--- config.mk ---
export PLATFORM = sky130hd
export DESIGN_NAME = gws_queue
export DESIGN_NICKNAME = d
export VERILOG_FILES = /design/src/rtl/core/gws_pkg.sv /design/src/rtl/core/gws_queue.sv
export SDC_FILE = /design/constraint.sdc
export NUM_CORES = 1
export LEC_CHECK = 0
export BUFFER_PORTS_ARGS = -buffer_cell sky130_fd_sc_hd__buf_2
export CAP_MARGIN = 30
export CORE_ASPECT_RATIO = 1.4
export CORE_MARGIN = 2
export CORE_UTILIZATION = 40
export CTS_BUF_LIST = sky130_fd_sc_hd__clkbuf_8
export CTS_CLUSTER_SIZE = 14
export DETAILED_ROUTE_END_ITERATION = 12
export SKIP_LAST_GASP = 1
export SYNTH_ARGS = -nofsm -noshare
export SYNTH_HDL_FRONTEND = slang
export SYNTH_SLANG_ARGS = --single-unit
--- constraint.sdc ---
create_clock -name clk_i -period 7.6 [get_ports clk_i]
set_input_delay 1.9 -clock clk_i [delete_from_list [all_inputs] [get_ports clk_i]]
set_output_delay 1.9 -clock clk_i [all_outputs]
set_load 0.005 [all_outputs]
--- src/rtl/core/gws_pkg.sv ---
// gws_pkg: shared types, constants and the 5x7 font table of the glyph window streamer
// used by the interfaces, the front, queue and back modules and the top level
package gws_pkg;

  // default glyph cell size
  localparam int unsigned GlyphWidthDef  = 5;
  localparam int unsigned GlyphHeightDef = 7;

  // font table geometry
  localparam int unsigned RomCols   = 5;
  localparam logic [6:0]  FirstCode = 7'd32;
  localparam logic [6:0]  LastCode  = 7'd126;

  // display controller commands
  localparam logic [15:0] CmdColWin = 16'h002A;
  localparam logic [15:0] CmdRowWin = 16'h002B;
  localparam logic [15:0] CmdMemWr  = 16'h002C;

  // configuration register indexes
  localparam int unsigned CfgIdxW = 2;
  localparam logic [CfgIdxW-1:0] RegForeColor = 2'd0;
  localparam logic [CfgIdxW-1:0] RegBackColor = 2'd1;

  localparam logic [15:0] ForeColorRst = 16'hFFFF;
  localparam logic [15:0] BackColorRst = 16'h0000;

  // queue between front and back
  localparam int unsigned QueueDepth = 2;
  localparam int unsigned QueuePtrW  = (QueueDepth > 1) ? $clog2(QueueDepth) : 1;
  localparam int unsigned QueueCntW  = $clog2(QueueDepth + 1);

  // one glyph: column bytes, column 0 first, bit 0 is the top row
  typedef logic [0:RomCols-1][7:0] glyph_t;

  // one classified character, ready for the back end
  typedef struct packed {
    logic [15:0] x_start;
    logic [15:0] x_end;
    logic [15:0] y_start;
    logic [15:0] y_end;
    logic        bad;
    glyph_t      glyph;
  } char_desc_t;

  // queue fill status
  typedef struct packed {
    logic                 full;
    logic                 empty;
    logic [QueueCntW-1:0] count;
  } queue_status_t;

  // pixel colors
  typedef struct packed {
    logic [15:0] fore;
    logic [15:0] back;
  } colors_t;

  // back end sequencer phase
  typedef enum logic [1:0] {
    PH_IDLE,
    PH_HEAD,
    PH_PIXEL
  } phase_e;

  // font lookup, codes outside the printable range return a blank glyph
  function automatic glyph_t font_glyph(logic [6:0] code);
    glyph_t g;
    g = '0;
    case (code)
      7'd32:  g = 40'h00_00_00_00_00;
      7'd33:  g = 40'h00_00_5F_00_00;
      7'd34:  g = 40'h00_07_00_07_00;
      7'd35:  g = 40'h14_7F_14_7F_14;
      7'd36:  g = 40'h24_2A_7F_2A_12;
      7'd37:  g = 40'h23_13_08_64_62;
      7'd38:  g = 40'h36_49_55_22_50;
      7'd39:  g = 40'h00_00_03_00_00;
      7'd40:  g = 40'h00_1C_22_41_00;
      7'd41:  g = 40'h00_41_22_1C_00;
      7'd42:  g = 40'h14_08_3E_08_14;
      7'd43:  g = 40'h08_08_3E_08_08;
      7'd44:  g = 40'h00_50_30_00_00;
      7'd45:  g = 40'h08_08_08_08_08;
      7'd46:  g = 40'h00_60_60_00_00;
      7'd47:  g = 40'h20_10_08_04_02;
      7'd48:  g = 40'h3E_51_49_45_3E;
      7'd49:  g = 40'h00_42_7F_40_00;
      7'd50:  g = 40'h62_51_49_49_46;
      7'd51:  g = 40'h22_41_49_49_36;
      7'd52:  g = 40'h18_14_12_7F_10;
      7'd53:  g = 40'h27_45_45_45_39;
      7'd54:  g = 40'h3C_4A_49_49_30;
      7'd55:  g = 40'h01_71_09_05_03;
      7'd56:  g = 40'h36_49_49_49_36;
      7'd57:  g = 40'h06_49_49_29_1E;
      7'd58:  g = 40'h00_36_36_00_00;
      7'd59:  g = 40'h00_56_36_00_00;
      7'd60:  g = 40'h08_14_22_41_00;
      7'd61:  g = 40'h14_14_14_14_14;
      7'd62:  g = 40'h00_41_22_14_08;
      7'd63:  g = 40'h02_01_51_09_06;
      7'd64:  g = 40'h32_49_79_41_3E;
      7'd65:  g = 40'h7C_12_11_12_7C;
      7'd66:  g = 40'h41_7F_49_49_36;
      7'd67:  g = 40'h3E_41_41_41_22;
      7'd68:  g = 40'h41_7F_41_41_3E;
      7'd69:  g = 40'h7F_49_49_49_41;
      7'd70:  g = 40'h7F_09_09_09_01;
      7'd71:  g = 40'h3E_41_41_49_7A;
      7'd72:  g = 40'h7F_08_08_08_7F;
      7'd73:  g = 40'h00_41_7F_41_00;
      7'd74:  g = 40'h20_40_41_3F_01;
      7'd75:  g = 40'h7F_08_14_22_41;
      7'd76:  g = 40'h7F_40_40_40_40;
      7'd77:  g = 40'h7F_02_0C_02_7F;
      7'd78:  g = 40'h7F_04_08_10_7F;
      7'd79:  g = 40'h3E_41_41_41_3E;
      7'd80:  g = 40'h7F_09_09_09_06;
      7'd81:  g = 40'h3E_41_51_21_5E;
      7'd82:  g = 40'h7F_09_19_29_46;
      7'd83:  g = 40'h26_49_49_49_32;
      7'd84:  g = 40'h01_01_7F_01_01;
      7'd85:  g = 40'h3F_40_40_40_3F;
      7'd86:  g = 40'h1F_20_40_20_1F;
      7'd87:  g = 40'h3F_40_38_40_3F;
      7'd88:  g = 40'h63_14_08_14_63;
      7'd89:  g = 40'h07_08_70_08_07;
      7'd90:  g = 40'h61_51_49_45_43;
      7'd91:  g = 40'h00_7F_41_41_00;
      7'd92:  g = 40'h02_04_08_10_20;
      7'd93:  g = 40'h00_41_41_7F_00;
      7'd94:  g = 40'h04_02_01_02_04;
      7'd95:  g = 40'h40_40_40_40_40;
      7'd96:  g = 40'h00_01_02_04_00;
      7'd97:  g = 40'h20_54_54_54_78;
      7'd98:  g = 40'h7F_48_44_44_38;
      7'd99:  g = 40'h38_44_44_44_20;
      7'd100: g = 40'h38_44_44_48_7F;
      7'd101: g = 40'h38_54_54_54_18;
      7'd102: g = 40'h08_7E_09_01_02;
      7'd103: g = 40'h08_54_54_54_3C;
      7'd104: g = 40'h7F_08_04_04_78;
      7'd105: g = 40'h00_48_7D_40_00;
      7'd106: g = 40'h20_40_44_3D_00;
      7'd107: g = 40'h7F_10_28_44_00;
      7'd108: g = 40'h00_41_7F_40_00;
      7'd109: g = 40'h7C_04_78_04_78;
      7'd110: g = 40'h7C_08_04_04_78;
      7'd111: g = 40'h38_44_44_44_38;
      7'd112: g = 40'h7C_14_14_14_08;
      7'd113: g = 40'h08_14_14_18_7C;
      7'd114: g = 40'h7C_08_04_04_08;
      7'd115: g = 40'h48_54_54_54_20;
      7'd116: g = 40'h04_3F_44_40_20;
      7'd117: g = 40'h3C_40_40_20_7C;
      7'd118: g = 40'h1C_20_40_20_1C;
      7'd119: g = 40'h3C_40_30_40_3C;
      7'd120: g = 40'h44_28_10_28_44;
      7'd121: g = 40'h0C_50_50_50_3C;
      7'd122: g = 40'h44_64_54_4C_44;
      7'd123: g = 40'h00_08_36_41_00;
      7'd124: g = 40'h00_00_7F_00_00;
      7'd125: g = 40'h00_41_36_08_00;
      7'd126: g = 40'h10_08_08_10_08;
      default: g = '0;
    endcase
    return g;
  endfunction

endpackage

--- src/rtl/core/gws_queue.sv ---
// gws_queue: short descriptor queue between front and back
// depends on gws_pkg for the descriptor type and depth
module gws_queue (
  input  logic                   clk_i,
  input  logic                   rst_ni,
  input  logic                   push_i,
  input  gws_pkg::char_desc_t    push_desc_i,
  input  logic                   pop_i,
  output gws_pkg::char_desc_t    head_desc_o,
  output gws_pkg::queue_status_t status_o
);
  import gws_pkg::*;

  char_desc_t           entry_q [QueueDepth];
  logic [QueuePtrW-1:0] wr_ptr_q, wr_ptr_d;
  logic [QueuePtrW-1:0] rd_ptr_q, rd_ptr_d;
  logic [QueueCntW-1:0] count_q, count_d;

  // pointer and count update
  always_comb begin
    wr_ptr_d = wr_ptr_q;
    rd_ptr_d = rd_ptr_q;
    count_d  = count_q;
    if (push_i) begin
      wr_ptr_d = (wr_ptr_q == QueuePtrW'(QueueDepth - 1)) ? '0 : wr_ptr_q + 1'b1;
    end
    if (pop_i) begin
      rd_ptr_d = (rd_ptr_q == QueuePtrW'(QueueDepth - 1)) ? '0 : rd_ptr_q + 1'b1;
    end
    case ({push_i, pop_i})
      2'b10:   count_d = count_q + 1'b1;
      2'b01:   count_d = count_q - 1'b1;
      default: count_d = count_q;
    endcase
  end

  always_ff @(posedge clk_i or negedge rst_ni) begin
    if (!rst_ni) begin
      wr_ptr_q <= '0;
      rd_ptr_q <= '0;
      count_q  <= '0;
    end else begin
      wr_ptr_q <= wr_ptr_d;
      rd_ptr_q <= rd_ptr_d;
      count_q  <= count_d;
    end
  end

  // entry storage
  always_ff @(posedge clk_i) begin
    if (push_i) begin
      entry_q[wr_ptr_q] <= push_desc_i;
    end
  end

  assign head_desc_o    = entry_q[rd_ptr_q];
  assign status_o.count = count_q;
  assign status_o.empty = (count_q == '0);
  assign status_o.full  = (count_q == QueueCntW'(QueueDepth));

endmodule

==> impl_summary.log, run 1 <==
[metrics] result of the run: completed
[metrics] first-pass iteration count of the detailed router: 6
[metrics] cells traversed along the worst timing path: buf_4 > mux2_2 > buf_2
[metrics] number of I/O port buffers: 217
[metrics] setup violation total in the final timing report: 0
[metrics] Yosys warning count: 0
[metrics] total CTS buffers: 34
[metrics] critical path launch point: rd_ptr_q$_DFFE_PN0P_
[metrics] Avg WL per Cell: 17.5 µm
[metrics] count of endpoints failing hold in the final timing report: 0
[metrics] Final min period: 3.98 ns
[metrics] Syn Inst Count: 343
[metrics] share of the synthesized area in the top cell type: 0.796
[metrics] endpoint required time on the critical path: roughly 5.7 ns
[metrics] fraction of the yosys area taken by sequential cells: 0.809
[metrics] fin area: between 9000 and 10000 µm²
[metrics] Antenna Nets Post-Route: 0
[metrics] category of cells accounting for the largest share of critical-path delay: buffers and inverters
[metrics] Post-Synthesis Cell Area: 7920 µm²
[metrics] number of buffers inserted to repair setup after CTS: 0
[metrics] GR Util All Layers: 0.141
[metrics] top achievable clock speed: 252 MHz
[metrics] Crit Path Category: register to output pin
[metrics] net count of the mapped netlist: 453
[metrics] PnR worst setup slack: 3.62 ns
[metrics] pwr dens: around 350 nW/µm²
[metrics] Post-Route WL: ~15 mm
[metrics] kind of start point of the critical path: register
[metrics] count of flip-flops with a built-in enable after synthesis: between 200 and 250
[metrics] antenna violations before repair: 3
[metrics] post-place setup slack: 3.30 ns
[metrics] Critical Path AT: about 2.1 ns
[metrics] x dimension of the die: 123 µm
[metrics] Remaining DRCs: 0
[metrics] core area: 19300 µm²
[metrics] starting density of the core: 0.411
[metrics] Std-Cell Rows: 60
[metrics] nature of the critical path endpoint: output pin
[metrics] number of max-slew violations in the final report: 0
[metrics] Finished Core Util: 0.515
[metrics] worst rel slew slack: 0.374
[metrics] buffers and inverters on the worst path: 2
[metrics] number of cells traversed by the worst hold path: 1
[metrics] Largest stage delay, worst path: between 0.5 and 0.6 ns
[metrics] number of cells upsized or downsized after cts: 0
[metrics] slowest stage cell, crit path: buf_4
[metrics] CTS Root Buffer Type: clkbuf_8
[metrics] # IOs: 218
[metrics] Tightest Hold Check Type: register to register
[metrics] unrepaired setup endpoints after global routing: no
[metrics] most area-consuming cells after synthesis: edfxtp_1, mux2_2, mux2_4
[metrics] hold path startpoint: count_q[1]$_DFFE_PN0P_
[metrics] Synth cell types: 13
[metrics] flops & latches, synth: 214
[metrics] most common cell in the netlist: edfxtp_1
[metrics] Mapped Avg Cell Area: between 20 and 25 µm²
[metrics] startpoint of the worst-slack reg-to-reg timing path: wr_ptr_q$_DFFE_PN0P_
[metrics] largest area contributor in the synthesized netlist: edfxtp_1
[metrics] Iter 0 DRT Violations: between 150 and 200
[metrics] part of the cycle the worst path needs: 0.523
[metrics] clock slew at the register clock pins of the worst setup and hold paths: roughly 0.06 ns
[metrics] height of the die: around 170 µm
[metrics] TritonCTS clock tree: yes
[metrics] placed cell area: 9260 µm²
[metrics] Area Overhead vs Synth: 25.5%
[metrics] number of nets in the final layout: 700
[metrics] count of maximum capacitance violations: 0
[metrics] Worst-Skew Late Latency: around 0.50 ns
[metrics] maximum vdd ir drop: 197 µV
[metrics] # H-tree levels: 2
[metrics] number of buffers inserted by hold repair at cts: 0
[metrics] endpoint of the worst hold path: count_q[1]$_DFFE_PN0P_
[metrics] final estimated routing congestion in global placement: 0.753
[metrics] Clock Sink Count: ~210
[metrics] fraction of layout cells with a size suffix above 1: 0.605
[metrics] reg2reg setup slack: about 5.4 ns
[metrics] slew of the pin with the lowest slew margin: 0.938 ns
[metrics] Worst Path Max Fanout: 45
[metrics] Detailed Place HPWL: 9.83 mm
[metrics] area enclosed by the die boundary: 21000 µm²
[metrics] global route overflow: 0
[metrics] Clock Skew: roughly 0.010 ns
[metrics] Setup TNS Final: 0 ns
[metrics] most common library cells after synthesis: edfxtp_1, mux2_2, mux2_4
[metrics] FF-to-FF path depth: 2
[metrics] Async SR Flop Fraction: 0.0187
[metrics] most used flip-flop cell after synthesis: edfxtp_1
[metrics] clock tree buffer depth: 3
[metrics] wire length of the first global-routing pass: 22.3 mm
[metrics] via count of the first global-routing pass: 4335
[metrics] number of vias in the routed layout: 4002
[metrics] endpoint of the most critical register-to-register path: entry_q[1][73]$_DFFE_PP_
[metrics] pin count of the biggest net entering global routing: 69
[metrics] leakage power of the design: 3.90 nW
[metrics] Vias per Instance: 4.63
worst register-to-register path, cell delays in order (launching register included):
cell and delay [ns]:
dfrtp_1 0.42, and2_4 0.52, buf_4 0.80
cell type report:
cell class | instances | area [µm²]
antenna | 1 | 2.50
clock buffer | 39 | 537
clock inverter | 22 | 85.1
fill | 1600 | 9350
inverter | 1 | 3.75
multi-input combinational | 116 | 1420
sequential | 214 | 6410
tap | 248 | 310
timing repair buffer | 223 | 1170
per-layer routing:
layer  global-route usage  share of wire
met5                    0        0.00086
met4               0.0640          0.025
met1                0.150           0.35
met2                0.247           0.53
met3               0.0507          0.086
logic make-up after synthesis:
kind of cell	count (synthesis)	share of synthesized area
flops	214	0.809
mux	105	0.168
simple gates	5	0.00300
xor+xnor	5	0.00553
fa+ha+maj	1	0.00158
buf+inv	13	0.0128
registers in the layout, summed over array words and instances, names as in the netlist:
name      flops
rd_ptr_q      1
count_q       2
wr_ptr_q      1
entry_q     210
stage by stage:
| stage | hold WS, ns | instances | power [mW] |
|---|---|---|---|
| 5_1_grt | 0.584 | 864 | 3.71 |
| 2_1_floorplan | 0.456 | 343 | 2.30 |
| 6_report | 0.534 | 864 | 3.50 |
| 3_3_place_gp | 0.522 | 800 | 2.63 |
| 3_5_place_dp | 0.529 | 800 | 2.66 |
| 4_1_cts | 0.543 | 861 | 3.55 |
worst max path at each step:
stage,endpoint,cells after the start
floorplan,entry_q[0][0]$_DFFE_PP_,2
global placement,head_desc_o[31],3
detailed placement,head_desc_o[31],3
CTS,head_desc_o[31],3
global route,head_desc_o[9],3
finish,head_desc_o[5],3
report_power, final:
part / internal [mW] / switching, mW / total (mW)
registers: 1.57 / 0.0654 / 1.64
clock network: 0.467 / 0.413 / 0.880
logic: 0.525 / 0.464 / 0.989
layout by cell type (no fill, tap or decap), drive strengths merged:
master / instances
dfrtp: 4
nor2b: 1
clkbuf: 39
clkinv: 12
xnor2: 2
and2: 1
diode: 1
mux2: 105
ha: 1
xor2: 3
edfxtp: 210
inv: 11
nor2: 3
buf: 223
No activity file was read; power rests on OpenSTA's default activity.
==> inputs of run 2 (changes only) <==
==> constraint.sdc (replaced) <==
create_clock -name clk_i -period 3.8 [get_ports clk_i]
set_input_delay 0.95 -clock clk_i [delete_from_list [all_inputs] [get_ports clk_i]]
set_output_delay 0.95 -clock clk_i [all_outputs]
set_load 0.005 [all_outputs]
==> run 2 against run 1 <==
Clock-buffer cell count down 8. Core utilization down 0.54 points. Total power up 94%. Clock skew up 0.0022 ns. Routed wire length up 1.2%. Clock power up 76%.
==> impl_summary.log, run 2 (synthesized netlist as in run 1, its figures left out) <==
[metrics] result of the run: completed
[metrics] nature of the critical path endpoint: output pin
[metrics] final estimated routing congestion in global placement: 0.724 (-3.9%)
[metrics] number of max-slew violations in the final report: 0 (unchanged)
[metrics] pwr dens: 691 nW/µm² (+96%)
[metrics] Tightest Hold Check Type: input port to async pin
[metrics] wire length of the first global-routing pass: 22.1 mm (-0.71%)
[metrics] Detailed Place HPWL: 10.2 mm (+3.3%)
[metrics] CTS Root Buffer Type: clkbuf_8
[metrics] fin area: 9840 µm² (-1.0%)
[metrics] core area: 19300 µm² (unchanged)
[metrics] Clock Sink Count: 214 (unchanged)
[metrics] category of cells accounting for the largest share of critical-path delay: flip-flops
[metrics] Critical Path AT: 2.33 ns (+0.25 ns)
[metrics] critical path launch point: rd_ptr_q$_DFFE_PN0P_
[metrics] Crit Path Category: register to output pin
[metrics] clock slew at the register clock pins of the worst setup and hold paths: 0.07 ns (about the same)
[metrics] via count of the first global-routing pass: 4283 (-1.2%)
[metrics] total CTS buffers: 31 (-8.8%)
[metrics] most common cell after layout, fill and taps aside: buf_2
[metrics] TritonCTS clock tree: yes
[metrics] Setup TNS Final: 0 ns (unchanged)
[metrics] Area Overhead vs Synth: 24.2%
[metrics] maximum vdd ir drop: 385 µV (+95%)
[metrics] starting density of the core: 0.411 (unchanged)
[metrics] number of cells upsized or downsized after cts: 0 (unchanged)
[metrics] Largest stage delay, worst path: 0.90 ns (+0.36 ns)
[metrics] Remaining DRCs: 0 (unchanged)
[metrics] number of nets in the final layout: 697 (-0.43%)
[metrics] height of the die: 170 µm (unchanged)
[metrics] fraction of layout cells with a size suffix above 1: 0.597 (-0.00816)
[metrics] # IOs: 218 (unchanged)
[metrics] leakage power of the design: 3.86 nW (-1.1%)
[metrics] Final min period: 3.28 ns
[metrics] startpoint of the worst-slack reg-to-reg timing path: wr_ptr_q$_DFFE_PN0P_
[metrics] Avg WL per Cell: 17.7 µm (+1.3%)
[metrics] Clock Skew: 0.0127 ns (+0.00222 ns)
[metrics] Post-Route WL: 15.3 mm (+1.2%)
[metrics] placed cell area: 9300 µm² (+0.43%)
[metrics] first-pass iteration count of the detailed router: 4 (-2)
[metrics] antenna violations before repair: 7 (+4)
[metrics] slew of the pin with the lowest slew margin: 0.875 ns (-0.0631 ns)
[metrics] area enclosed by the die boundary: 21000 µm² (unchanged)
[metrics] buffers and inverters on the worst path: 2 (unchanged)
[metrics] PnR worst setup slack: 0.520 ns (-3.10 ns)
[metrics] count of maximum capacitance violations: 0 (unchanged)
[metrics] max reg flops: 210 (unchanged)
[metrics] part of the cycle the worst path needs: 0.863
[metrics] most frequent cells in the layout: buf_2, edfxtp_1, mux2_2
[metrics] slowest stage cell, crit path: dfrtp_4
[metrics] Worst Path Max Fanout: 42 (-6.7%)
[metrics] post-place setup slack: 1.04 ns (-2.27 ns)
[metrics] largest register by flop count: entry_q
[metrics] Std-Cell Rows: 60 (unchanged)
[metrics] unrepaired setup endpoints after global routing: no
[metrics] number of buffers inserted to repair setup after CTS: 0 (unchanged)
[metrics] top flop regs: entry_q (210), count_q (2)
[metrics] count of endpoints failing hold in the final timing report: 0 (unchanged)
[metrics] GR Util All Layers: 0.139 (-0.00147)
[metrics] pin count of the biggest net entering global routing: 67 (-2.9%)
[metrics] setup violation total in the final timing report: 0 (unchanged)
[metrics] number of I/O port buffers: 217 (unchanged)
[metrics] final-layout worst hold slack: 0.216 ns (-0.319 ns)
[metrics] kind of start point of the critical path: register
[metrics] global route overflow: 0 (unchanged)
[metrics] endpoint required time on the critical path: 2.85 ns (-2.85 ns)
[metrics] number of buffers inserted by hold repair at cts: 0 (unchanged)
[metrics] # H-tree levels: 1 (-1)
[metrics] clock tree buffer depth: 3 (unchanged)
[metrics] Antenna Nets Post-Route: 0 (unchanged)
[metrics] number of vias in the routed layout: 4023 (+0.52%)
[metrics] top achievable clock speed: about 300 MHz
[metrics] x dimension of the die: 123 µm (unchanged)
[metrics] worst rel slew slack: 0.416 (+0.0420)
[metrics] Worst-Skew Late Latency: 0.54 ns (+0.04 ns)
[metrics] cells traversed along the worst timing path: buf_4 > mux2_2 > buf_2
[metrics] Vias per Instance: 4.66 (+0.64%)
[metrics] Iter 0 DRT Violations: 192 (+22%)
run 2: cell count changes in the layout (fill, tap and decap cells not counted):
cell	delta
clkbuf_8	-8
diode_2	+4
inv_1	+4
buf_12	+2
buf_16	-2
clkinv_1	-1
run 2: routing by layer:
metal,vias up,track usage,routed length [µm]
met5,-,0,15
met4,2,0.0765,600
met3,40,0.0393,1170
met2,153,0.246,8170
met1,1972,0.147,5310
li1,1856,-,-
run 2: path summary, 6_finish.rpt:
check | to | slack, ns | cells after the start
setup / recovery | head_desc_o[32] | 0.52 | 3
min in group clk_i | count_q[1]$_DFFE_PN0P_ | 0.52 | 1
hold / removal | wr_ptr_q$_DFFE_PN0P_ | 0.22 | 1
max in group asynchronous | rd_ptr_q$_DFFE_PN0P_ | 3.43 | 1
hold reg to reg | count_q[1]$_DFFE_PN0P_ | 0.52 | 1
setup reg to reg | entry_q[1][101]$_DFFE_PP_ | 2.00 | 2
run 2: through the flow:
stage | instances | power [mW] | util
after detailed placement | 802 | 5.35 | 0.482
after floorplan | 343 | 4.56 | -
after global placement | 802 | 5.31 | 0.482
after CTS | 858 | 6.93 | 0.509
after global routing | 862 | 7.17 | 0.510
final | 863 | 6.80 | 0.510
run 2: power breakdown:
| part | switching [mW] | internal, mW |
|---|---|---|
| combinational | 0.841 | 1.04 |
| clock | 0.799 | 0.753 |
| sequential | 0.225 | 3.14 |
run 2: cell type report:
| class | instances | area, µm² |
|---|---|---|
| clock buffer | 31 | 427 |
| antenna | 5 | 12.5 |
| multi-input combinational | 116 | 1420 |
| inverter | 1 | 3.75 |
| fill | 1617 | 9460 |
| tap | 248 | 310 |
| timing repair buffer | 223 | 1160 |
| clock inverter | 25 | 96.3 |
| sequential | 214 | 6410 |
