--- config.mk ---
export PLATFORM = sky130hd
export DESIGN_NAME = gws_back_flat
export DESIGN_NICKNAME = d
export VERILOG_FILES = /design/src/rtl/core/gws_pkg.sv /design/src/rtl/core/gws_if.sv /design/src/rtl/core/gws_back.sv /design/src/flat_wrapper.sv
export SDC_FILE = /design/constraint.sdc
export NUM_CORES = 1
export LEC_CHECK = 0
export BUFFER_PORTS_ARGS = -buffer_cell sky130_fd_sc_hd__buf_2
export CELL_PAD_IN_SITES_DETAIL_PLACEMENT = 0
export CELL_PAD_IN_SITES_GLOBAL_PLACEMENT = 1
export CORE_ASPECT_RATIO = 1.4
export CORE_MARGIN = 3
export CORE_UTILIZATION = 30
export CTS_CLUSTER_DIAMETER = 100
export DETAILED_ROUTE_END_ITERATION = 10
export PLACE_DENSITY_LB_ADDON = 0.1
export SLEW_MARGIN = 20
export SYNTH_ARGS = -nofsm -noshare
export SYNTH_HDL_FRONTEND = slang
export SYNTH_SLANG_ARGS = --single-unit
--- constraint.sdc ---
create_clock -name clk_i -period 11.9 [get_ports clk_i]
set_input_delay 0.595 -clock clk_i [delete_from_list [all_inputs] [get_ports clk_i]]
set_output_delay 0.595 -clock clk_i [all_outputs]
set_load 0.01 [all_outputs]
--- src/rtl/core/gws_pkg.sv ---
// gws_pkg: shared types, constants and the 5x7 font table of the glyph window streamer
// used by the interfaces, the front, queue and back modules and the top level
package gws_pkg;

  // default glyph cell size
  localparam int unsigned GlyphWidthDef  = 5;
  localparam int unsigned GlyphHeightDef = 7;

  // font table geometry
  localparam int unsigned RomCols   = 5;
  localparam logic [6:0]  FirstCode = 7'd32;
  localparam logic [6:0]  LastCode  = 7'd126;

  // display controller commands
  localparam logic [15:0] CmdColWin = 16'h002A;
  localparam logic [15:0] CmdRowWin = 16'h002B;
  localparam logic [15:0] CmdMemWr  = 16'h002C;

  // configuration register indexes
  localparam int unsigned CfgIdxW = 2;
  localparam logic [CfgIdxW-1:0] RegForeColor = 2'd0;
  localparam logic [CfgIdxW-1:0] RegBackColor = 2'd1;

  localparam logic [15:0] ForeColorRst = 16'hFFFF;
  localparam logic [15:0] BackColorRst = 16'h0000;

  // queue between front and back
  localparam int unsigned QueueDepth = 2;
  localparam int unsigned QueuePtrW  = (QueueDepth > 1) ? $clog2(QueueDepth) : 1;
  localparam int unsigned QueueCntW  = $clog2(QueueDepth + 1);

  // one glyph: column bytes, column 0 first, bit 0 is the top row
  typedef logic [0:RomCols-1][7:0] glyph_t;

  // one classified character, ready for the back end
  typedef struct packed {
    logic [15:0] x_start;
    logic [15:0] x_end;
    logic [15:0] y_start;
    logic [15:0] y_end;
    logic        bad;
    glyph_t      glyph;
  } char_desc_t;

  // queue fill status
  typedef struct packed {
    logic                 full;
    logic                 empty;
    logic [QueueCntW-1:0] count;
  } queue_status_t;

  // pixel colors
  typedef struct packed {
    logic [15:0] fore;
    logic [15:0] back;
  } colors_t;

  // back end sequencer phase
  typedef enum logic [1:0] {
    PH_IDLE,
    PH_HEAD,
    PH_PIXEL
  } phase_e;

  // font lookup, codes outside the printable range return a blank glyph
  function automatic glyph_t font_glyph(logic [6:0] code);
    glyph_t g;
    g = '0;
    case (code)
      7'd32:  g = 40'h00_00_00_00_00;
      7'd33:  g = 40'h00_00_5F_00_00;
      7'd34:  g = 40'h00_07_00_07_00;
      7'd35:  g = 40'h14_7F_14_7F_14;
      7'd36:  g = 40'h24_2A_7F_2A_12;
      7'd37:  g = 40'h23_13_08_64_62;
      7'd38:  g = 40'h36_49_55_22_50;
      7'd39:  g = 40'h00_00_03_00_00;
      7'd40:  g = 40'h00_1C_22_41_00;
      7'd41:  g = 40'h00_41_22_1C_00;
      7'd42:  g = 40'h14_08_3E_08_14;
      7'd43:  g = 40'h08_08_3E_08_08;
      7'd44:  g = 40'h00_50_30_00_00;
      7'd45:  g = 40'h08_08_08_08_08;
      7'd46:  g = 40'h00_60_60_00_00;
      7'd47:  g = 40'h20_10_08_04_02;
      7'd48:  g = 40'h3E_51_49_45_3E;
      7'd49:  g = 40'h00_42_7F_40_00;
      7'd50:  g = 40'h62_51_49_49_46;
      7'd51:  g = 40'h22_41_49_49_36;
      7'd52:  g = 40'h18_14_12_7F_10;
      7'd53:  g = 40'h27_45_45_45_39;
      7'd54:  g = 40'h3C_4A_49_49_30;
      7'd55:  g = 40'h01_71_09_05_03;
      7'd56:  g = 40'h36_49_49_49_36;
      7'd57:  g = 40'h06_49_49_29_1E;
      7'd58:  g = 40'h00_36_36_00_00;
      7'd59:  g = 40'h00_56_36_00_00;
      7'd60:  g = 40'h08_14_22_41_00;
      7'd61:  g = 40'h14_14_14_14_14;
      7'd62:  g = 40'h00_41_22_14_08;
      7'd63:  g = 40'h02_01_51_09_06;
      7'd64:  g = 40'h32_49_79_41_3E;
      7'd65:  g = 40'h7C_12_11_12_7C;
      7'd66:  g = 40'h41_7F_49_49_36;
      7'd67:  g = 40'h3E_41_41_41_22;
      7'd68:  g = 40'h41_7F_41_41_3E;
      7'd69:  g = 40'h7F_49_49_49_41;
      7'd70:  g = 40'h7F_09_09_09_01;
      7'd71:  g = 40'h3E_41_41_49_7A;
      7'd72:  g = 40'h7F_08_08_08_7F;
      7'd73:  g = 40'h00_41_7F_41_00;
      7'd74:  g = 40'h20_40_41_3F_01;
      7'd75:  g = 40'h7F_08_14_22_41;
      7'd76:  g = 40'h7F_40_40_40_40;
      7'd77:  g = 40'h7F_02_0C_02_7F;
      7'd78:  g = 40'h7F_04_08_10_7F;
      7'd79:  g = 40'h3E_41_41_41_3E;
      7'd80:  g = 40'h7F_09_09_09_06;
      7'd81:  g = 40'h3E_41_51_21_5E;
      7'd82:  g = 40'h7F_09_19_29_46;
      7'd83:  g = 40'h26_49_49_49_32;
      7'd84:  g = 40'h01_01_7F_01_01;
      7'd85:  g = 40'h3F_40_40_40_3F;
      7'd86:  g = 40'h1F_20_40_20_1F;
      7'd87:  g = 40'h3F_40_38_40_3F;
      7'd88:  g = 40'h63_14_08_14_63;
      7'd89:  g = 40'h07_08_70_08_07;
      7'd90:  g = 40'h61_51_49_45_43;
      7'd91:  g = 40'h00_7F_41_41_00;
      7'd92:  g = 40'h02_04_08_10_20;
      7'd93:  g = 40'h00_41_41_7F_00;
      7'd94:  g = 40'h04_02_01_02_04;
      7'd95:  g = 40'h40_40_40_40_40;
      7'd96:  g = 40'h00_01_02_04_00;
      7'd97:  g = 40'h20_54_54_54_78;
      7'd98:  g = 40'h7F_48_44_44_38;
      7'd99:  g = 40'h38_44_44_44_20;
      7'd100: g = 40'h38_44_44_48_7F;
      7'd101: g = 40'h38_54_54_54_18;
      7'd102: g = 40'h08_7E_09_01_02;
      7'd103: g = 40'h08_54_54_54_3C;
      7'd104: g = 40'h7F_08_04_04_78;
      7'd105: g = 40'h00_48_7D_40_00;
      7'd106: g = 40'h20_40_44_3D_00;
      7'd107: g = 40'h7F_10_28_44_00;
      7'd108: g = 40'h00_41_7F_40_00;
      7'd109: g = 40'h7C_04_78_04_78;
      7'd110: g = 40'h7C_08_04_04_78;
      7'd111: g = 40'h38_44_44_44_38;
      7'd112: g = 40'h7C_14_14_14_08;
      7'd113: g = 40'h08_14_14_18_7C;
      7'd114: g = 40'h7C_08_04_04_08;
      7'd115: g = 40'h48_54_54_54_20;
      7'd116: g = 40'h04_3F_44_40_20;
      7'd117: g = 40'h3C_40_40_20_7C;
      7'd118: g = 40'h1C_20_40_20_1C;
      7'd119: g = 40'h3C_40_30_40_3C;
      7'd120: g = 40'h44_28_10_28_44;
      7'd121: g = 40'h0C_50_50_50_3C;
      7'd122: g = 40'h44_64_54_4C_44;
      7'd123: g = 40'h00_08_36_41_00;
      7'd124: g = 40'h00_00_7F_00_00;
      7'd125: g = 40'h00_41_36_08_00;
      7'd126: g = 40'h10_08_08_10_08;
      default: g = '0;
    endcase
    return g;
  endfunction

endpackage

--- src/rtl/core/gws_if.sv ---


interface gws_word_if;
  logic        valid;
  logic        ready;
  logic        is_data;
  logic [15:0] out_word;
  logic        bad_code;
  logic        last;

  modport source (output valid, output is_data, output out_word, output bad_code,
                  output last, input ready);
  modport sink   (input valid, input is_data, input out_word, input bad_code,
                  input last, output ready);
endinterface


--- src/rtl/core/gws_back.sv ---
// gws_back: sequencer that turns one descriptor into window commands and pixel words
// depends on gws_pkg (descriptor, colors, phase enum) and gws_word_if
module gws_back #(
  parameter int unsigned GLYPH_WIDTH  = gws_pkg::GlyphWidthDef,
  parameter int unsigned GLYPH_HEIGHT = gws_pkg::GlyphHeightDef
) (
  input  logic                   clk_i,
  input  logic                   rst_ni,
  input  gws_pkg::colors_t       colors_i,
  input  gws_pkg::char_desc_t    head_desc_i,
  input  gws_pkg::queue_status_t q_status_i,
  output logic                   pop_o,
  gws_word_if.source             word_o
);
  import gws_pkg::*;

  localparam int unsigned ColW = (GLYPH_WIDTH > 1) ? $clog2(GLYPH_WIDTH) : 1;
  localparam int unsigned RowW = (GLYPH_HEIGHT > 1) ? $clog2(GLYPH_HEIGHT) : 1;

  // header word positions
  localparam logic [3:0] StepColCmd = 4'd0;
  localparam logic [3:0] StepXsHi   = 4'd1;
  localparam logic [3:0] StepXsLo   = 4'd2;
  localparam logic [3:0] StepXeHi   = 4'd3;
  localparam logic [3:0] StepXeLo   = 4'd4;
  localparam logic [3:0] StepRowCmd = 4'd5;
  localparam logic [3:0] StepYsHi   = 4'd6;
  localparam logic [3:0] StepYsLo   = 4'd7;
  localparam logic [3:0] StepYeHi   = 4'd8;
  localparam logic [3:0] StepYeLo   = 4'd9;
  localparam logic [3:0] StepMemCmd = 4'd10;

  phase_e          phase_q, phase_d;
  logic [3:0]      step_q, step_d;
  logic [ColW-1:0] col_q, col_d;
  logic [RowW-1:0] row_q, row_d;
  char_desc_t      cur_q, cur_d;

  logic            ov_q, ov_d;
  logic            is_data_q, is_data_d;
  logic [15:0]     word_q, word_d;
  logic            bad_q, bad_d;
  logic            last_q, last_d;

  logic            load;
  logic            col_end, row_end;
  logic [2:0]      col_ext, row_ext;
  logic [7:0]      col_byte;
  logic            pix_bit;
  logic [15:0]     head_word;
  logic            head_cmd;

  // output register advances when empty or being taken
  assign load    = !ov_q || word_o.ready;
  assign col_end = (col_q == ColW'(GLYPH_WIDTH - 1));
  assign row_end = (row_q == RowW'(GLYPH_HEIGHT - 1));

  // glyph bit of the current pixel, columns past the font read blank
  assign col_ext  = 3'(col_q);
  assign row_ext  = 3'(row_q);
  assign col_byte = (col_ext < 3'(RomCols)) ? cur_q.glyph[col_ext] : 8'h00;
  assign pix_bit  = col_byte[row_ext];

  // header word select
  always_comb begin
    head_cmd  = 1'b0;
    head_word = 16'h0000;
    case (step_q)
      StepColCmd: begin
        head_cmd  = 1'b1;
        head_word = CmdColWin;
      end
      StepXsHi:   head_word = {8'h00, cur_q.x_start[15:8]};
      StepXsLo:   head_word = {8'h00, cur_q.x_start[7:0]};
      StepXeHi:   head_word = {8'h00, cur_q.x_end[15:8]};
      StepXeLo:   head_word = {8'h00, cur_q.x_end[7:0]};
      StepRowCmd: begin
        head_cmd  = 1'b1;
        head_word = CmdRowWin;
      end
      StepYsHi:   head_word = {8'h00, cur_q.y_start[15:8]};
      StepYsLo:   head_word = {8'h00, cur_q.y_start[7:0]};
      StepYeHi:   head_word = {8'h00, cur_q.y_end[15:8]};
      StepYeLo:   head_word = {8'h00, cur_q.y_end[7:0]};
      StepMemCmd: begin
        head_cmd  = 1'b1;
        head_word = CmdMemWr;
      end
      default: begin
        head_cmd  = 1'b1;
        head_word = CmdMemWr;
      end
    endcase
  end

  // sequencer next state and output word
  always_comb begin
    phase_d   = phase_q;
    step_d    = step_q;
    col_d     = col_q;
    row_d     = row_q;
    cur_d     = cur_q;
    ov_d      = ov_q;
    is_data_d = is_data_q;
    word_d    = word_q;
    bad_d     = bad_q;
    last_d    = last_q;
    pop_o     = 1'b0;
    if (load) begin
      ov_d = 1'b0;
      case (phase_q)
        PH_IDLE: begin
          if (!q_status_i.empty) begin
            pop_o   = 1'b1;
            cur_d   = head_desc_i;
            phase_d = PH_HEAD;
            step_d  = StepColCmd;
          end
        end
        PH_HEAD: begin
          ov_d      = 1'b1;
          is_data_d = !head_cmd;
          word_d    = head_word;
          bad_d     = cur_q.bad;
          last_d    = 1'b0;
          step_d    = step_q + 1'b1;
          if (step_q == StepMemCmd) begin
            phase_d = PH_PIXEL;
            col_d   = '0;
            row_d   = '0;
          end
        end
        PH_PIXEL: begin
          ov_d      = 1'b1;
          is_data_d = 1'b1;
          word_d    = pix_bit ? colors_i.fore : colors_i.back;
          bad_d     = cur_q.bad;
          last_d    = col_end && row_end;
          if (col_end) begin
            col_d = '0;
            row_d = row_q + 1'b1;
          end else begin
            col_d = col_q + 1'b1;
          end
          // last pixel: pick up the next character without a gap
          if (col_end && row_end) begin
            if (!q_status_i.empty) begin
              pop_o   = 1'b1;
              cur_d   = head_desc_i;
              phase_d = PH_HEAD;
              step_d  = StepColCmd;
            end else begin
              phase_d = PH_IDLE;
            end
          end
        end
        default: phase_d = PH_IDLE;
      endcase
    end
  end

  always_ff @(posedge clk_i or negedge rst_ni) begin
    if (!rst_ni) begin
      phase_q <= PH_IDLE;
      step_q  <= '0;
      col_q   <= '0;
      row_q   <= '0;
      ov_q    <= 1'b0;
    end else begin
      phase_q <= phase_d;
      step_q  <= step_d;
      col_q   <= col_d;
      row_q   <= row_d;
      ov_q    <= ov_d;
    end
  end

  // payload registers
  always_ff @(posedge clk_i) begin
    cur_q     <= cur_d;
    is_data_q <= is_data_d;
    word_q    <= word_d;
    bad_q     <= bad_d;
    last_q    <= last_d;
  end

  assign word_o.valid    = ov_q;
  assign word_o.is_data  = is_data_q;
  assign word_o.out_word = word_q;
  assign word_o.bad_code = bad_q;
  assign word_o.last     = last_q;

endmodule

--- src/flat_wrapper.sv ---
// flat-port wrapper written by rule: the top's interface ports become plain ports
module gws_back_flat import gws_pkg::*;
#(
  parameter int unsigned GLYPH_WIDTH  = gws_pkg::GlyphWidthDef,
  parameter int unsigned GLYPH_HEIGHT = gws_pkg::GlyphHeightDef
)
  (clk_i, rst_ni, colors_i, head_desc_i, q_status_i, pop_o, word_o_valid, word_o_is_data, word_o_out_word, word_o_bad_code, word_o_last, word_o_ready);
  gws_word_if word_o_i ();
  input  logic clk_i;
  input  logic rst_ni;
  input  gws_pkg::colors_t colors_i;
  input  gws_pkg::char_desc_t head_desc_i;
  input  gws_pkg::queue_status_t q_status_i;
  output logic pop_o;
  output wire logic [$bits(word_o_i.valid)-1:0] word_o_valid;
  output wire logic [$bits(word_o_i.is_data)-1:0] word_o_is_data;
  output wire logic [$bits(word_o_i.out_word)-1:0] word_o_out_word;
  output wire logic [$bits(word_o_i.bad_code)-1:0] word_o_bad_code;
  output wire logic [$bits(word_o_i.last)-1:0] word_o_last;
  input wire logic [$bits(word_o_i.ready)-1:0] word_o_ready;
  assign word_o_valid = word_o_i.valid;
  assign word_o_is_data = word_o_i.is_data;
  assign word_o_out_word = word_o_i.out_word;
  assign word_o_bad_code = word_o_i.bad_code;
  assign word_o_last = word_o_i.last;
  assign word_o_i.ready = word_o_ready;
  gws_back #(.GLYPH_WIDTH(GLYPH_WIDTH), .GLYPH_HEIGHT(GLYPH_HEIGHT)) u_core (.clk_i(clk_i), .rst_ni(rst_ni), .colors_i(colors_i), .head_desc_i(head_desc_i), .q_status_i(q_status_i), .pop_o(pop_o), .word_o(word_o_i));
endmodule
==> flow_summary.json, run 1 <==
{
  "status": "completed",
  "maxCapViolations": 0,
  "port_buffers": 161,
  "postCtsHoldBufs": 0,
  "cp_max_fo": 17,
  "core_area_sq_mm": 0.0189,
  "rsz0062_at_grt": "no",
  "grt_max_degree": 61,
  "initial_utilization": 0.310,
  "finalClockSkew_ns": 0.00722,
  "seqCellArea_sq_mm": 0.00405,
  "drc": 0,
  "netlist.area_leader.share": 0.636,
  "syn_area_sq_mm": 0.00585,
  "cp-end-kind": "output port",
  "htree_levels": 4,
  "leakage_uw": 0.00291,
  "multi_input_area_sq_mm": 0.00163,
  "ys_top_cells_by_count": "124 x edfxtp_1, 27 x nand2_1, 19 x mux2i_1",
  "final-hold-violation-count": 0,
  "pin_count": 165,
  "drt_pass1_iterations": 5,
  "hp-class": "input port to async pin",
  "num-fill-cells": 1838,
  "die_w_microns": 124,
  "synth_ff_type": "edfxtp_1",
  "cts.path.max_buffers": 2,
  "ys_ff_latch": 137,
  "slew_headroom": 0.317,
  "final_area_sq_mm": 0.00750,
  "grt_antenna_before_repair": 0,
  "synth_cell_types": 49,
  "grt_pass1_vias": 4129,
  "dp_worst_setup_slack_ns": 8.62,
  "period_share": 0.282,
  "synthArstFlopShare": 0.0949,
  "cp-start-kind": "flip-flop",
  "dp_hpwl_mm": 10.4,
  "critPathKind": "flip-flop to output port",
  "die_area_sq_mm": 0.0212,
  "syn-num-nets": 535,
  "initialDrtViolationCount": 221,
  "crit_chain": "inv_1, ha_1, inv_1, nor3_1, nor2_1, nor3_1, buf_2",
  "worstPathRequired_ns": 11.31,
  "cts_setup_buffers": 0,
  "clock_latency_ns": 0.42,
  "worstPathArrival_ns": 2.76,
  "place.gp.congestion": 0.733,
  "syn_inst": 379,
  "ys_seq_area_frac": 0.692,
  "critPathSlowestCell": "ha_1",
  "gr-usage-all-layers": 0.139,
  "fin_ws_ns": 8.55,
  "peakVddDrop_mv": 0.103,
  "timing.fmax_mhz": 298,
  "avgSynthCellArea_sq_um": 15.4,
  "fin_nets": 697,
  "setup_viol": 0,
  "synth_top_area_cell": "edfxtp_1",
  "synth_most_common_cell": "edfxtp_1",
  "vias": 3890,
  "drive_gt1_frac": 0.386,
  "p_per_area_mw_per_mm2": 247,
  "cp_slowest_stage_delay_ns": 0.49,
  "rrSetupSlack_ns": 8.67,
  "area_growth_pct": 28.2,
  "vias_per_cell": 4.87,
  "synth-edff-count": 124,
  "die_h_microns": 171,
  "clock_sinks": 137,
  "cts_tree": "yes",
  "ant_nets": 0,
  "synth_warnings": 0,
  "cts_inserted_buffers": 17,
  "cts-root-buf": "clkbuf_16",
  "min_period_ns": 3.35,
  "grt_pass1_wl_mm": 21.8,
  "max_slew.worst_pin.slew_ns": 1.02,
  "num_antenna_cells": 0,
  "dpl_cell_area_sq_mm": 0.00686,
  "slew_viol_final": 0,
  "overflow": 0,
  "fin_tns_setup_ns": 0,
  "finalWirelength_mm": 14.8,
  "rows": 59,
  "yosys-top-cells-area": "edfxtp_1 64%, dfrtp_1 5.6%, mux2i_1 3.2%, ha_1 2.6%, mux4_1 2.2%",
  "wire_per_inst_microns": 18.6,
  "path_clk_slew_ns": 0.06,
  "cts.repair.resized": 0
}
## worst max-delay path: cells and delay by family, from the launching register on
family / cells / cell delay, ns
DFF: 1 / 0.43
adders and majority gates: 1 / 0.49
buffers and inverters: 3 / 0.72
and+or+nand+nor: 3 / 0.69
## worst paths after layout
| path | from | end | depth (start not counted) |
|---|---|---|---|
| max reg2reg | u_core.phase_q[0] | u_core.cur_q[60] | 7 |
| min reg2reg | u_core.cur_q[40] | u_core.word_o.bad_code | 0 |
| min | rst_ni | u_core.phase_q[0] | 1 |
| max | u_core.phase_q[0] | pop_o | 7 |
| min in group clk_i | head_desc_i[88] | u_core.cur_q[88] | 1 |
| max in group asynchronous | rst_ni | u_core.phase_q[1] | 1 |
## sequential cells by signal, summed over array words and instances (netlist names)
register and cells:
u_core.col_ext 3, u_core.step_q 4, u_core.word_o.is_data 1, u_core.word_o.bad_code 1
u_core.word_o.out_word 16, u_core.row_ext 3, u_core.phase_q 2, u_core.word_o.last 1
u_core.cur_q 105, u_core.word_o.valid 1
## layout by cell type (no fill, tap or decap), types with 2 or more instances in the layout
| cell | synthesis | layout |
|---|---|---|
| nand2b_1 | 3 | 3 |
| a21oi_1 | 11 | 11 |
| o21ai_1 | 4 | 4 |
| ha_1 | 12 | 12 |
| nor3_1 | 3 | 2 |
| nand4_1 | 3 | 3 |
| mux2i_1 | 19 | 19 |
| buf_2 | 1 | 161 |
| buf_4 | 0 | 3 |
| a22oi_1 | 11 | 11 |
| clkinv_4 | 0 | 2 |
| clkbuf_16 | 0 | 17 |
| a222oi_1 | 6 | 6 |
| nand3_1 | 10 | 10 |
| mux4_1 | 5 | 5 |
| o221ai_1 | 2 | 2 |
| a31oi_1 | 6 | 6 |
| nand2_1 | 27 | 27 |
| o21ai_0 | 14 | 14 |
| a221oi_1 | 6 | 6 |
| edfxtp_1 | 124 | 124 |
| and3_1 | 2 | 2 |
| o22ai_1 | 4 | 4 |
| inv_8 | 0 | 2 |
| a22o_1 | 2 | 2 |
| nand3b_1 | 3 | 3 |
| clkinv_2 | 0 | 2 |
| dfrtp_1 | 13 | 13 |
| nor2b_1 | 4 | 4 |
| a32o_1 | 2 | 2 |
| mux2_2 | 6 | 6 |
| o31ai_1 | 3 | 3 |
| bufinv_16 | 0 | 4 |
| mux4_2 | 5 | 5 |
| a211oi_1 | 3 | 3 |
| inv_6 | 0 | 4 |
| inv_1 | 13 | 13 |
| nor2_1 | 18 | 18 |
| and2_1 | 2 | 2 |
## per-layer routing
layer	up-vias	routed length, microns	GRT usage
li1	1825	-	-
met1	1912	5430	0.149
met2	131	8030	0.248
met3	22	894	0.0359
met4	0	459	0.0744
met5	-	0	0
## cell type report
type	count	area share
clock buffers	17	0.0567
repair buffers	164	0.110
multi-input cells	208	0.217
flip-flops and latches	137	0.540
inverters	13	0.00651
well taps	244	0.0407
clock inverters	15	0.0284
## power by group
group	switching (uW)	internal (uW)	leakage [uW]
combinational	334	211	0.00127
clock	216	356	0.000312
sequential	51.9	682	0.00132
## per-stage QoR
step                instances  hold slack, ns  utilization  total power (uW)
floorplan                 379           0.299            -              1140
finish                    798          0.0676        0.397              1850
global route              798          0.0686        0.397              1960
detailed placement        766           0.418        0.363              1300
CTS                       798          0.0668        0.397              1890
global placement          766           0.408        0.363              1290
## logic make-up after synthesis
group / after synthesis / synth area share
flops: 137 / 0.692
buf+inv: 34 / 0.0304
simple gates: 77 / 0.0609
mux: 36 / 0.0896
fa+ha+maj: 12 / 0.0257
compound gates: 83 / 0.102
Power figures use the tool's default switching activity.
==> inputs of run 2 (changes only) <==
- ABC_AREA: default -> 1
- clock period: 11.9 -> 3.3 ns (I/O delays scaled with it)
==> run 2 against run 1 <==
Effect of this change:
- design area up 21%
- synthesized area up 6.2%
- first-iteration DRC count up 45%
- global-route usage up 2.6 points
- wire length up 24%
- worst hold slack better by 0.028 ns
- core utilization up 5.3 points
- count of clock-buffer cells in the layout up 1
- synthesized cell count up 47%
- via count up 31%
- critical path type unchanged
- largest cell class unchanged
- highest routed layer unchanged
==> flow_summary.json, run 2 <==
{
  "status": "completed",
  "grt_max_degree": 60,
  "clock_sinks": 137,
  "largest_reg_flops": 105,
  "grt_pass1_vias": 5364,
  "cts_inserted_buffers": 17,
  "final_cell_mix": "161 x buf_2, 133 x nand2_1, 124 x edfxtp_1",
  "synth_top_area_cell": "edfxtp_1",
  "r2r_cells": 5,
  "cts.path.max_buffers": 2,
  "multi_input_area_sq_mm": 0.00183,
  "pin_count": 165,
  "ys_ff_latch": 137,
  "ant_nets": 0,
  "initial_utilization": 0.310,
  "worstPathArrival_ns": 2.42,
  "drt_pass1_iterations": 4,
  "vias_per_cell": 4.61,
  "num_antenna_cells": 0,
  "critPathKind": "flip-flop to output port",
  "drive_gt1_frac": 0.276,
  "synth-edff-count": 124,
  "gr-usage-all-layers": 0.165,
  "area_growth_pct": 45.4,
  "period_share": 0.782,
  "htree_levels": 4,
  "syn-num-nets": 715,
  "dp_worst_setup_slack_ns": 0.841,
  "core_area_sq_mm": 0.0201,
  "maxCapViolations": 0,
  "top_register": "u_core.cur_q",
  "rows": 61,
  "path_clk_slew_ns": 0.06,
  "fin_ws_ns": 0.718,
  "final_area_sq_mm": 0.00904,
  "netlist.area_leader.share": 0.599,
  "overflow": 0,
  "p_per_area_mw_per_mm2": 828,
  "fin_nets": 993,
  "cts-root-buf": "clkbuf_16",
  "synth_cell_types": 36,
  "synth_ff_type": "edfxtp_1",
  "ys_seq_area_frac": 0.651,
  "worst_hold_slack_ns": 0.0954,
  "avgSynthCellArea_sq_um": 11.1,
  "final_common_cell": "buf_2",
  "fin_tns_setup_ns": 0,
  "synthArstFlopShare": 0.0949,
  "finalClockSkew_ns": 0.0110,
  "dp_hpwl_mm": 13.0,
  "ys_top_cells_by_count": "134 x nand2_1, 124 x edfxtp_1, 78 x nand3_1",
  "syn_area_sq_mm": 0.00622,
  "final-hold-violation-count": 0,
  "post-route-util": 0.450,
  "finalWirelength_mm": 18.3,
  "synth_most_common_cell": "nand2_1",
  "setup_viol": 0,
  "die_w_microns": 128,
  "initialDrtViolationCount": 321,
  "slew_headroom": 0.489,
  "vias": 5079,
  "clock_latency_ns": 0.42,
  "dpl_cell_area_sq_mm": 0.00734,
  "grt_antenna_before_repair": 0,
  "min_period_ns": 2.58,
  "synth_warnings": 0,
  "worstPathRequired_ns": 3.13,
  "cts.repair.resized": 0,
  "cp-start-kind": "flip-flop",
  "die_area_sq_mm": 0.0225,
  "grt_pass1_wl_mm": 28.2,
  "max_slew.worst_pin.slew_ns": 0.761,
  "timing.fmax_mhz": 387,
  "cp-end-kind": "output port",
  "yosys-top-cells-area": "edfxtp_1 60%, nand2_1 8.1%, nand3_1 6.3%, dfrtp_1 5.2%, inv_1 3.9%",
  "drc": 0,
  "num-fill-cells": 1911,
  "leakage_uw": 0.00386,
  "wire_per_inst_microns": 16.6,
  "hp-class": "input port to flip-flop",
  "peakVddDrop_mv": 0.414,
  "seqCellArea_sq_mm": 0.00405,
  "place.gp.congestion": 0.800,
  "slew_viol_final": 0,
  "cp_max_fo": 16,
  "port_buffers": 161,
  "cts_tree": "yes",
  "die_h_microns": 176,
  "syn_inst": 559,
  "hold_path_depth": 3,
  "rsz0062_at_grt": "no"
}
run 2: layout make-up:
class	count	share of cell area
clock buffer	18	0.0475
inverter	67	0.0281
multi-input combinational	339	0.202
timing repair buffer	275	0.216
sequential	137	0.448
tap	252	0.0349
clock inverter	14	0.0233
run 2: repair_timing:
action,in CTS,in global routing
buffers inserted,0,0
endpoints found under the setup margin,0,0
endpoints found under the hold margin,118,0
hold buffers,106,0
run 2: critical path, cell delays in order (launching register included):
cell and delay (ns):
dfrtp_1 0.44, inv_1 0.11, ha_1 0.56, inv_1 0.25
nor3_1 0.35, nor2_1 0.08, nor2_1 0.08, buf_2 0.14
run 2: report_power, final:
group	internal [uW]	switching (uW)
registers	2530	234
logic	889	1750
clock network	1290	794
total	4710	2770
run 2: layer usage:
| layer | routed length [microns] | GRT usage | vias up |
|---|---|---|---|
| met5 | 0 | 0 | - |
| met4 | 481 | 0.0619 | 0 |
| met3 | 925 | 0.0393 | 26 |
| met2 | 9980 | 0.307 | 166 |
| met1 | 6920 | 0.179 | 2387 |
| li1 | - | - | 2500 |
run 2: path summary, 6_finish.rpt:
| kind | start | endpoint | slack, ns |
|---|---|---|---|
| setup / recovery | u_core.phase_q[0] | pop_o | 0.72 |
| hold / removal | colors_i[30] | u_core.word_o.out_word[14] | 0.1 |
| setup reg to reg | u_core.row_ext[0] | u_core.cur_q[76] | 0.81 |
| hold reg to reg | u_core.cur_q[40] | u_core.word_o.bad_code | 0.43 |
| max in group asynchronous | rst_ni | u_core.step_q[0] | 2.85 |
| min in group asynchronous | rst_ni | u_core.step_q[2] | 0.19 |
run 2: cell families after synthesis:
| kind of cell | count (synthesis) | synth area share |
|---|---|---|
| compound gates | 60 | 0.0616 |
| xor+xnor | 1 | 0.00141 |
| fa+ha+maj | 12 | 0.0242 |
| buf+inv | 83 | 0.0614 |
| flops | 137 | 0.651 |
| simple gates | 266 | 0.200 |
run 2: metrics by stage:
stage / power [uW] / std cells
final: 7480 / 1102
after CTS: 7590 / 1102
after global routing: 7990 / 1102
after detailed placement: 5390 / 964
after floorplan: 4610 / 559
after global placement: 5350 / 964
==> inputs of run 3 (changes only) <==
- ABC_AREA: 1 -> 0
- clock period: 3.3 -> 2.6 ns (I/O delays scaled with it)
==> run 3 against run 2 <==
Effect of this change:
- cell count shrank 17%
- largest power group unchanged
- critical path type is now flip-flop to flip-flop
- core utilization rose by 1.0 points
- global-route usage is 2.1 points lower
- highest routed layer unchanged
- critical endpoint is now u_core.cur_q[16]
- clock power up 6%
==> flow_summary.json, run 3 (same netlist as run 1, synthesis figures left out) <==
{
  "seqCellArea_sq_mm": 0.00405,
  "initialDrtViolationCount": 227,
  "worstPathRequired_ns": 2.70,
  "cp_slowest_stage_delay_ns": 0.43,
  "die_w_microns": 124,
  "period_share": 0.923,
  "drc": 0,
  "min_period_ns": 2.40,
  "cp-start-kind": "flip-flop",
  "rrSetupSlack_ns": 0.20,
  "vias_per_cell": 4.61,
  "grt_max_degree": 32,
  "fin_nets": 820,
  "leakage_uw": 0.00342,
  "core_area_sq_mm": 0.0189,
  "drt_pass1_iterations": 5,
  "dp_cells": 783,
  "ant_nets": 0,
  "vias": 4242,
  "finalClockSkew_ns": 0.0104,
  "final_cell_mix": "161 x buf_2, 124 x edfxtp_1, 106 x dlygate4sd3_1",
  "cp_common_cell": "nor3_4",
  "final_common_cell": "buf_2",
  "largest_reg_flops": 105,
  "multi_input_area_sq_mm": 0.00169,
  "port_buffers": 161,
  "cts.path.max_buffers": 2,
  "overflow": 0,
  "pin_count": 165,
  "dp_hpwl_mm": 10.2,
  "finalWirelength_mm": 14.9,
  "cts_tree": "yes",
  "rsz0062_at_grt": "no",
  "slew_viol_final": 0,
  "grt_pass1_vias": 4502,
  "hp-class": "input port to flip-flop",
  "grt_pass1_wl_mm": 23.0,
  "fin_ws_ns": 0.200,
  "cp-end-kind": "flip-flop",
  "final-hold-violation-count": 0,
  "place.gp.congestion": 0.739,
  "htree_levels": 4,
  "peakVddDrop_mv": 0.463,
  "p_per_area_mw_per_mm2": 972,
  "post-route-util": 0.460,
  "area_growth_pct": 48.7,
  "worstPathArrival_ns": 2.51,
  "slew_headroom": 0.634,
  "cts_setup_buffers": 0,
  "initial_utilization": 0.310,
  "drive_gt1_frac": 0.349,
  "cts_inserted_buffers": 17,
  "num_antenna_cells": 0,
  "stdcell_count": 920,
  "top_register": "u_core.cur_q",
  "wire_per_inst_microns": 16.1,
  "crit_chain": "inv_1, ha_4, inv_4, nor3_4, a21oi_2, nor3_4, buf_4, buf_12",
  "cp_max_fo": 31,
  "critPathKind": "flip-flop to flip-flop",
  "rows": 59,
  "critPathSlowestCell": "dfrtp_1",
  "path_clk_slew_ns": 0.06,
  "clock_latency_ns": 0.41,
  "die_h_microns": 171,
  "max_slew.worst_pin.slew_ns": 0.549,
  "status": "completed",
  "grt_antenna_before_repair": 0,
  "die_area_sq_mm": 0.0212,
  "setup_viol": 0,
  "timing.fmax_mhz": 417,
  "dp_worst_setup_slack_ns": 0.0771,
  "gr-usage-all-layers": 0.144,
  "maxCapViolations": 0,
  "cts-root-buf": "clkbuf_16",
  "num-fill-cells": 1738,
  "clock_sinks": 137
}
[run 3: layout make-up]
class                      instances  area share
clock buffer                      19      0.0497
clock inverter                    12      0.0119
inverter                          13     0.00647
multi-input combinational        208       0.194
sequential                       137       0.465
tap                              244      0.0351
timing repair buffer             287       0.238
[run 3: worst paths after layout]
path,start,to,cells after the start
worst max-delay path,u_core.phase_q[0],u_core.cur_q[16],8
worst min-delay path,colors_i[26],u_core.word_o.out_word[10],3
worst min register to register,u_core.cur_q[40],u_core.word_o.bad_code,0
max in group asynchronous,rst_ni,u_core.col_ext[0],2
worst max register to register,u_core.phase_q[0],u_core.cur_q[16],8
min in group asynchronous,rst_ni,u_core.row_ext[1],2
[run 3: report_power, final]
part | internal, uW | leakage, uW | switching, uW
Clock | 1300 | 0.000250 | 896
Combinational | 1320 | 0.00184 | 1600
Sequential | 3110 | 0.00132 | 227
[run 3: metrics by stage]
step	total power, uW	cell area [sq um]	hold WS [ns]	TNS (ns)
6_report	8450	8700	0.0343	0
5_1_grt	9010	8700	0.0389	0
4_1_cts	8610	8700	0.0187	0
3_5_place_dp	6260	7100	0.0572	0
3_3_place_gp	6210	7100	0.0503	0
2_1_floorplan	5240	5920	-0.166	-148.40
[run 3: repair_timing]
| item | 4_1_cts | 5_1_grt |
|---|---|---|
| setup endpoints to repair | 0 | 3 |
| endpoints found under the hold margin | 118 | 0 |
| hold buffers | 106 | 0 |
| gates resized for setup | 0 | 1 |
[run 3: layer usage]
metal  vias up  share of wire  track usage
met1      2037           0.41        0.177
li1       2072              -            -
met3        12          0.046       0.0352
met4         0          0.012       0.0415
met5         -              0            0
met2       121           0.53        0.249
[run 3: worst max-delay path, delay by kind of cell, from the launching register on]
kind	cells	cell delay (ns)
AOI/OAI and AO/OA	1	0.07
adders and majority gates	1	0.27
buffers and inverters	4	0.82
DFF	1	0.43
and+or+nand+nor	2	0.50
